<file path="src/rtl/vfc_pkg.sv">
// Shared types, codes and constant tables of the voxel face-culling mesher.
`timescale 1ns / 1ps

package vfc_pkg;

    // Fixed field widths
    localparam int COORD_W  = 5;
    localparam int TYPE_W   = 8;
    localparam int FACE_W   = 3;
    localparam int CORNER_W = 18;
    localparam int NUM_FACES = 6;
    localparam int NUM_CORNERS = 6;

    // Configuration port
    localparam int CFG_IDX_W  = 3;
    localparam int CFG_DATA_W = 8;

    localparam logic [CFG_IDX_W-1:0] CFG_WATER      = 3'd0;
    localparam logic [CFG_IDX_W-1:0] CFG_CODE_NEAR  = 3'd1;
    localparam logic [CFG_IDX_W-1:0] CFG_CODE_FAR   = 3'd2;
    localparam logic [CFG_IDX_W-1:0] CFG_CODE_DOWN  = 3'd3;
    localparam logic [CFG_IDX_W-1:0] CFG_CODE_UP    = 3'd4;
    localparam logic [CFG_IDX_W-1:0] CFG_CODE_LEFT  = 3'd5;
    localparam logic [CFG_IDX_W-1:0] CFG_CODE_RIGHT = 3'd6;

    // Face directions, same encoding as the side field
    localparam logic [FACE_W-1:0] FACE_NEG_Z = 3'd0;
    localparam logic [FACE_W-1:0] FACE_POS_Z = 3'd1;
    localparam logic [FACE_W-1:0] FACE_NEG_Y = 3'd2;
    localparam logic [FACE_W-1:0] FACE_POS_Y = 3'd3;
    localparam logic [FACE_W-1:0] FACE_NEG_X = 3'd4;
    localparam logic [FACE_W-1:0] FACE_POS_X = 3'd5;
    localparam logic [FACE_W-1:0] FACE_COUNT = 3'd6;

    // Axis selector (face / 2)
    localparam logic [1:0] AXIS_Z = 2'd0;
    localparam logic [1:0] AXIS_Y = 2'd1;
    localparam logic [1:0] AXIS_X = 2'd2;

    typedef enum logic [1:0] {
        OP_WR_VOXEL   = 2'd0,
        OP_WR_PLANE   = 2'd1,
        OP_WR_PRESENT = 2'd2,
        OP_QUERY      = 2'd3
    } t_op;

    typedef enum logic [2:0] {
        S_IDLE,
        S_EXEC,
        S_CENTER,
        S_FACES,
        S_EMIT
    } t_state;

    // Corner order of the two triangles of each face; bit 2 = +x, bit 1 = +y, bit 0 = +z
    localparam logic [2:0] CORNER_TAB [NUM_FACES][NUM_CORNERS] = '{
        '{3'd0, 3'd2, 3'd4, 3'd4, 3'd2, 3'd6},
        '{3'd5, 3'd3, 3'd1, 3'd7, 3'd3, 3'd5},
        '{3'd0, 3'd4, 3'd1, 3'd4, 3'd5, 3'd1},
        '{3'd3, 3'd6, 3'd2, 3'd3, 3'd7, 3'd6},
        '{3'd0, 3'd1, 3'd2, 3'd1, 3'd3, 3'd2},
        '{3'd6, 3'd5, 3'd4, 3'd6, 3'd7, 3'd5}
    };

    // Controller to datapath
    typedef struct packed {
        logic latch_in;     // capture the accepted input beat
        logic wr_voxel;     // store block type into the chunk
        logic wr_plane;     // store block type into a boundary plane
        logic wr_present;   // update a neighbour presence flag
        logic rd_center;    // read the queried voxel, form base index
        logic take_center;  // capture the queried voxel, start neighbour reads
        logic eval_face;    // judge one face, read the next neighbour
        logic load_out;     // move the next visible face into the output register
    } t_cmd;

    // Datapath to controller
    typedef struct packed {
        t_op  op;
        logic args_ok;
        logic is_air;
        logic last_face;
        logic mask_any;
        logic mask_single;
    } t_status;

endpackage

</file>
<file path="src/rtl/vfc_ctrl.sv">
// Sequencing state machine of the voxel face-culling mesher.
`timescale 1ns / 1ps

module vfc_ctrl (
    input  logic             i_clk,
    input  logic             i_rst_n,
    input  logic             i_in_valid,
    output logic             o_in_ready,
    output logic             o_out_valid,
    input  logic             i_out_ready,
    input  vfc_pkg::t_status i_status,
    output vfc_pkg::t_cmd    o_cmd
);

    vfc_pkg::t_state r_state;
    vfc_pkg::t_state n_state;
    logic            r_out_valid;
    logic            n_out_valid;
    logic            accept;
    logic            out_free;

    assign o_in_ready  = (r_state == vfc_pkg::S_IDLE);
    assign accept      = i_in_valid && o_in_ready;
    assign out_free    = !r_out_valid || i_out_ready;
    assign o_out_valid = r_out_valid;

    // Next state
    always_comb begin
        n_state = r_state;
        unique case (r_state)
            vfc_pkg::S_IDLE: begin
                if (accept) begin
                    n_state = vfc_pkg::S_EXEC;
                end
            end
            vfc_pkg::S_EXEC: begin
                if (i_status.op == vfc_pkg::OP_QUERY && i_status.args_ok) begin
                    n_state = vfc_pkg::S_CENTER;
                end else begin
                    n_state = vfc_pkg::S_IDLE;
                end
            end
            vfc_pkg::S_CENTER: begin
                n_state = i_status.is_air ? vfc_pkg::S_IDLE : vfc_pkg::S_FACES;
            end
            vfc_pkg::S_FACES: begin
                if (i_status.last_face) begin
                    n_state = vfc_pkg::S_EMIT;
                end
            end
            vfc_pkg::S_EMIT: begin
                if (!i_status.mask_any) begin
                    n_state = vfc_pkg::S_IDLE;
                end else if (out_free && i_status.mask_single) begin
                    n_state = vfc_pkg::S_IDLE;
                end
            end
            default: n_state = vfc_pkg::S_IDLE;
        endcase
    end

    // Commands to the datapath
    always_comb begin
        o_cmd = '0;
        unique case (r_state)
            vfc_pkg::S_IDLE: begin
                o_cmd.latch_in = accept;
            end
            vfc_pkg::S_EXEC: begin
                unique case (i_status.op)
                    vfc_pkg::OP_WR_VOXEL:   o_cmd.wr_voxel   = i_status.args_ok;
                    vfc_pkg::OP_WR_PLANE:   o_cmd.wr_plane   = i_status.args_ok;
                    vfc_pkg::OP_WR_PRESENT: o_cmd.wr_present = i_status.args_ok;
                    vfc_pkg::OP_QUERY:      o_cmd.rd_center  = i_status.args_ok;
                    default:                o_cmd = '0;
                endcase
            end
            vfc_pkg::S_CENTER: begin
                o_cmd.take_center = 1'b1;
            end
            vfc_pkg::S_FACES: begin
                o_cmd.eval_face = 1'b1;
            end
            vfc_pkg::S_EMIT: begin
                o_cmd.load_out = i_status.mask_any && out_free;
            end
            default: o_cmd = '0;
        endcase
    end

    // Output beat valid: set on load, drop when taken
    always_comb begin
        if (o_cmd.load_out) begin
            n_out_valid = 1'b1;
        end else if (i_out_ready) begin
            n_out_valid = 1'b0;
        end else begin
            n_out_valid = r_out_valid;
        end
    end

    always_ff @(posedge i_clk) begin
        if (!i_rst_n) begin
            r_state     <= vfc_pkg::S_IDLE;
            r_out_valid <= 1'b0;
        end else begin
            r_state     <= n_state;
            r_out_valid <= n_out_valid;
        end
    end

`ifndef SYNTH
    // A new face never overwrites a beat the receiver has not taken
    a_no_overwrite: assert property (@(posedge i_clk) disable iff (!i_rst_n)
        o_cmd.load_out |-> (!r_out_valid || i_out_ready))
        else $error("output register overwritten while stalled");

    // Face scan ends in the emit phase
    a_scan_to_emit: assert property (@(posedge i_clk) disable iff (!i_rst_n)
        (r_state == vfc_pkg::S_FACES && i_status.last_face) |=> r_state == vfc_pkg::S_EMIT)
        else $error("face scan did not hand over to emit");

    // Emit is left only with no face pending or with the final face loaded
    a_emit_exit: assert property (@(posedge i_clk) disable iff (!i_rst_n)
        (r_state == vfc_pkg::S_EMIT && n_state == vfc_pkg::S_IDLE)
            |-> (!i_status.mask_any || (o_cmd.load_out && i_status.mask_single)))
        else $error("query left emit with visible faces pending");

    // Loading a face raises output valid in the next cycle
    a_load_valid: assert property (@(posedge i_clk) disable iff (!i_rst_n)
        o_cmd.load_out |=> r_out_valid)
        else $error("loaded face not presented");
`endif

endmodule

</file>
<file path="config.mk">
export PLATFORM = sky130hd
export DESIGN_NAME = vfc_ctrl
export DESIGN_NICKNAME = d
export VERILOG_FILES = /design/src/rtl/vfc_pkg.sv /design/src/rtl/vfc_ctrl.sv
export SDC_FILE = /design/constraint.sdc
export NUM_CORES = 1
export LEC_CHECK = 0
export BUFFER_PORTS_ARGS = -buffer_cell sky130_fd_sc_hd__buf_2
export CORE_AREA = 5 5 42 44
export DETAILED_ROUTE_END_ITERATION = 10
export DIE_AREA = 0 0 47 49
export SYNTH_ARGS = -nofsm -noshare
export SYNTH_HDL_FRONTEND = slang
export SYNTH_SLANG_ARGS = --single-unit
export TNS_END_PERCENT = 5
</file>
<file path="constraint.sdc">
create_clock -name i_clk -period 1.1 [get_ports i_clk]
set_input_delay 0.11 -clock i_clk [delete_from_list [all_inputs] [get_ports i_clk]]
set_output_delay 0.11 -clock i_clk [all_outputs]
set_load 0.05 [all_outputs]
</file>
---- After elaboration in Yosys (flattened, before gate mapping) ----
Cells that the tools add are included.
operators by class
  equality and inequality tests ........... 10
  order comparisons ....................... 0
  divide/modulo/power cells ............... 0
  reduce and logical (&&, ||, !) cells .... 10
  multiplexer cells ....................... 18
  multipliers ............................. 0
  bitwise gates (word level) .............. 0
  add/sub/neg operators ................... 0
  shift-type cells ........................ 0
operators with widths
  operator                                                                  count
  3-bit case mux with 5 select lines                                        1
  3-bit 2-to-1 mux                                                          4
  1-bit 2-to-1 mux                                                          10
  3-bit by 2-bit equality test with 1-bit output (second input constant)    2
  2-bit equality test (second input constant)                               2
  1-bit logical AND                                                         4
  2-bit 2-to-1 mux                                                          2
  4-bit 2-to-1 mux                                                          1
  3-bit by 1-bit equality test with 1-bit output (second input constant)    1
  3-bit equality test (second input constant)                               1
  3-bit zero test                                                           1
  3-bit inequality test (second input constant)                             1
  3-bit AND reduction                                                       1
  2-bit by 1-bit equality test with 1-bit output (second input constant)    1
  2-bit zero test                                                           1
  2-bit by 1-bit inequality test with 1-bit output (second input constant)  1
  2-bit inequality test (second input constant)                             1
  2-bit nonzero test                                                        1
  1-bit zero test                                                           1
  1-bit logical OR                                                          1
storage, ports and cells
  memories ................................ 0
  memory bits (writable) .................. 0
  latch bits .............................. 0
  bits of input ports ..................... 11
  ROM bits ................................ 0
  register bits after elaboration ......... 4
  logic and storage cells ................. 40

---- Longest topological paths before layout ----
  depth in word-level cells ............... 6
  gate-level depth with buffers ........... 4

---- Least setup slack after synthesis ----
No wires, ideal clock.
  path type ............................... register to output
  start ................................... register r_state[0]
  end ..................................... output port o_cmd[7] (netlist name)
  setup slack ............................. -1.134 ns
  stages on the path, launching flop included .. 4
  data required time ...................... 0.990 ns
  arrival time ............................ 2.124 ns
  path through ............................ dfxtp_1 > buf_2 > nor3_1 > and2_1
RTL lines
  element                   RTL line         RTL
  start: declaration        vfc_ctrl.sv:15   vfc_pkg::t_state r_state;
  start signal: assignment  vfc_ctrl.sv:104  r_state <= vfc_pkg::S_IDLE;
  start signal: assignment  vfc_ctrl.sv:107  r_state <= n_state;
  end: declaration          vfc_ctrl.sv:12   output vfc_pkg::t_cmd o_cmd

==> results.cfg <==
[status]
outcome = finished, violations left
violations = setup timing

[synthesis]
yosysSeqAreaShare_pct = 25.30
syn_inst = 37
netlist_area_um2 = 316.6
async_flop_share_pct = 0
synthTopCellsByArea = dfxtp_1 (25%), o41ai_2 (5.1%), a21oi_1 (4.7%)
syn_nets = 48
synth_common_cells = dfxtp_1 (4), a21oi_1 (3), nor2_1 (3)
synth.most_common_cell = dfxtp_1
postSynthAreaPerCell_um2 = 8.556
synth-seq-cells = 4
yosysUniqueCellTypes = 26
synth_top_area_share_pct = 25.30
yosysTopAreaCell = dfxtp_1
yosys_warnings = 0
synthFlopType = dfxtp_1
synth_edf_count = 0

[place]
dp_slack_ns = -0.1087
place_inst = 74
dp_hpwl_um = 700
placed_area_um2 = 473.0
port-buffer-count = 20
place_congestion = 0.7236

[clocking]
h-tree-depth = 1
post_cts_buffers = 0
clock_latency_ns = 0.23
clk_pin_slew_worst_paths_ns = 0.03
ctsRootBufferMaster = clkbuf_4
cts_tree = done
numCtsBuffers = 3
cts_sinks = 4
hold_buffers = 0
clockBufferDepth = 2

[timing]
final_hold_viol_count = 0
period_needed_ns = 1.361
drv_slew = 0
worst_pin_slew_ns = 0.2812
fin_ws_ns = -0.2611
fin_skew_ns = 0.008488
rsz0062_at_grt = yes
setup_viol = 11
fmax_mhz = 734.7
worst_slew_margin_rel_pct = 81.19
setup_tns_ns = -1.698
timing.final.crit_share_pct = 123.7

[critical_path]
crit_fanout = 4
worstPathCellList = and4bb_2 > nor3b_4 > buf_6
arrival_ns = 1.25
worstSetupEndpointType = output port
critPathLaunchType = register
cpPeakStageDelay_ns = 0.33
path_class = register to output port
crit_required_ns = 0.99
cp_slowest_cell = and4bb_2

[drt]
vias_per_cell = 4.623
drc = 0
wirelength_um = 893
wire_per_inst_um = 11.60
vias = 356
drt_first_pass_iters = 4
drtAntennaViolNets = 0
drt_iter0_drc = 13

[grt]
grt_pass1_wl_mm = 1.407
grt_pass1_vias = 343
grt_overflow = 0
antenna_found_initial = 0
grtUsageTotal_pct = 8.527
grt_max_degree = 8

[floorplanning]
die_h_um = 49
ioPinCount = 21
die_area_um2 = 2303
die_w_um = 47
core_um2 = 1401
floorplan.initialDensity_pct = 22.59
rows = 14

[final_layout]
seqCellArea_um2 = 81.33
syn2layout_area_growth_pct = 87.35
stdcell_area_um2 = 593.1
fillers = 154
diodes = 0
multi_input_area_um2 = 260.3
final_cells = 77
drive_gt1_share_pct = 72.13
finalNetCount = 74

[power]
design_power_total_uw = 624.0
powerDensity_nw_per_um2 = 1052
ir_drop_v = 0.0005896
p_leak_nw = 0.2594

[hold_path]
worstHoldPathType = input port to register

[flow_run]
maxCapViolations = 0
-- critical path: cells and delay by family, from the launching register on --
kind / cells / cell delay (ns)
buf+inv: 1 / 0.18
flops: 1 / 0.31
simple gates: 2 / 0.53
-- cell usage in the layout, fill, tap and decap left out, drive strengths merged --
cell,count
buf,25
dfxtp,4
nor2,3
a21oi,3
clkbuf,3
and2,3
nand2,2
inv,2
nor3,2
and3b,1
nand4bb,1
nand2b,1
nor2b,1
and4bb,1
nand3,1
nor3b,1
a21boi,1
mux2i,1
nor4bb,1
o41ai,1
a211oi,1
o21a,1
a31oi,1
-- metal layers --
layer	share of wire, %	GRT usage, %	vias to the layer above
li1	-	-	180
met1	41	9.471	157
met2	47	13.12	17
met3	9.7	4.059	2
met4	1.8	4.147	0
met5	0	0	-
-- power breakdown --
group          total [mW]  switching, mW  leakage, nW  internal, mW
Sequential          0.161        0.00565       0.0330         0.156
Combinational       0.283          0.156        0.213         0.127
Clock               0.180         0.0581       0.0138         0.122
-- state kept, by name, indices dropped and copies added (netlist names) --
register / cells
r_state: 3
o_out_valid: 1
-- final timing paths --
path	from	end	slack [ns]	cells past startpoint
setup / recovery	r_state[1]	o_cmd[6]	-0.26	3
hold / removal	i_rst_n	r_state[1]	0.15	3
setup reg to reg	r_state[2]	r_state[2]	-0.07	4
hold reg to reg	o_out_valid	o_out_valid	0.53	2
-- through the flow --
stage	utilization, %	hold slack, ns
floorplan	-	0.2275
global placement	33.75	0.3812
detailed placement	33.75	0.3792
CTS	39.46	0.1413
global route	42.32	0.1637
finish	42.32	0.1549
-- cell families after synthesis --
family          Yosys count  synth area share [%]
compound gates            8                 20.56
buf+inv                   6                 12.25
flops                     4                 25.30
mux                       1                 3.162
simple gates             18                 38.74
-- repair_timing --
item / in CTS / in global routing
pin swaps: 2 / 2
setup endpoints to repair: 11 / 12
gates resized for setup: 19 / 7
hold endpoints to repair: 0 / 0
-- layout make-up --
type	instances	area share (%)
inverter	2	1.266
tap	16	3.376
clock buffer	3	3.797
timing repair buffer	25	33.97
sequential	4	13.71
multi-input combinational	27	43.88
Note: power is estimated with default switching activity, not from simulation.
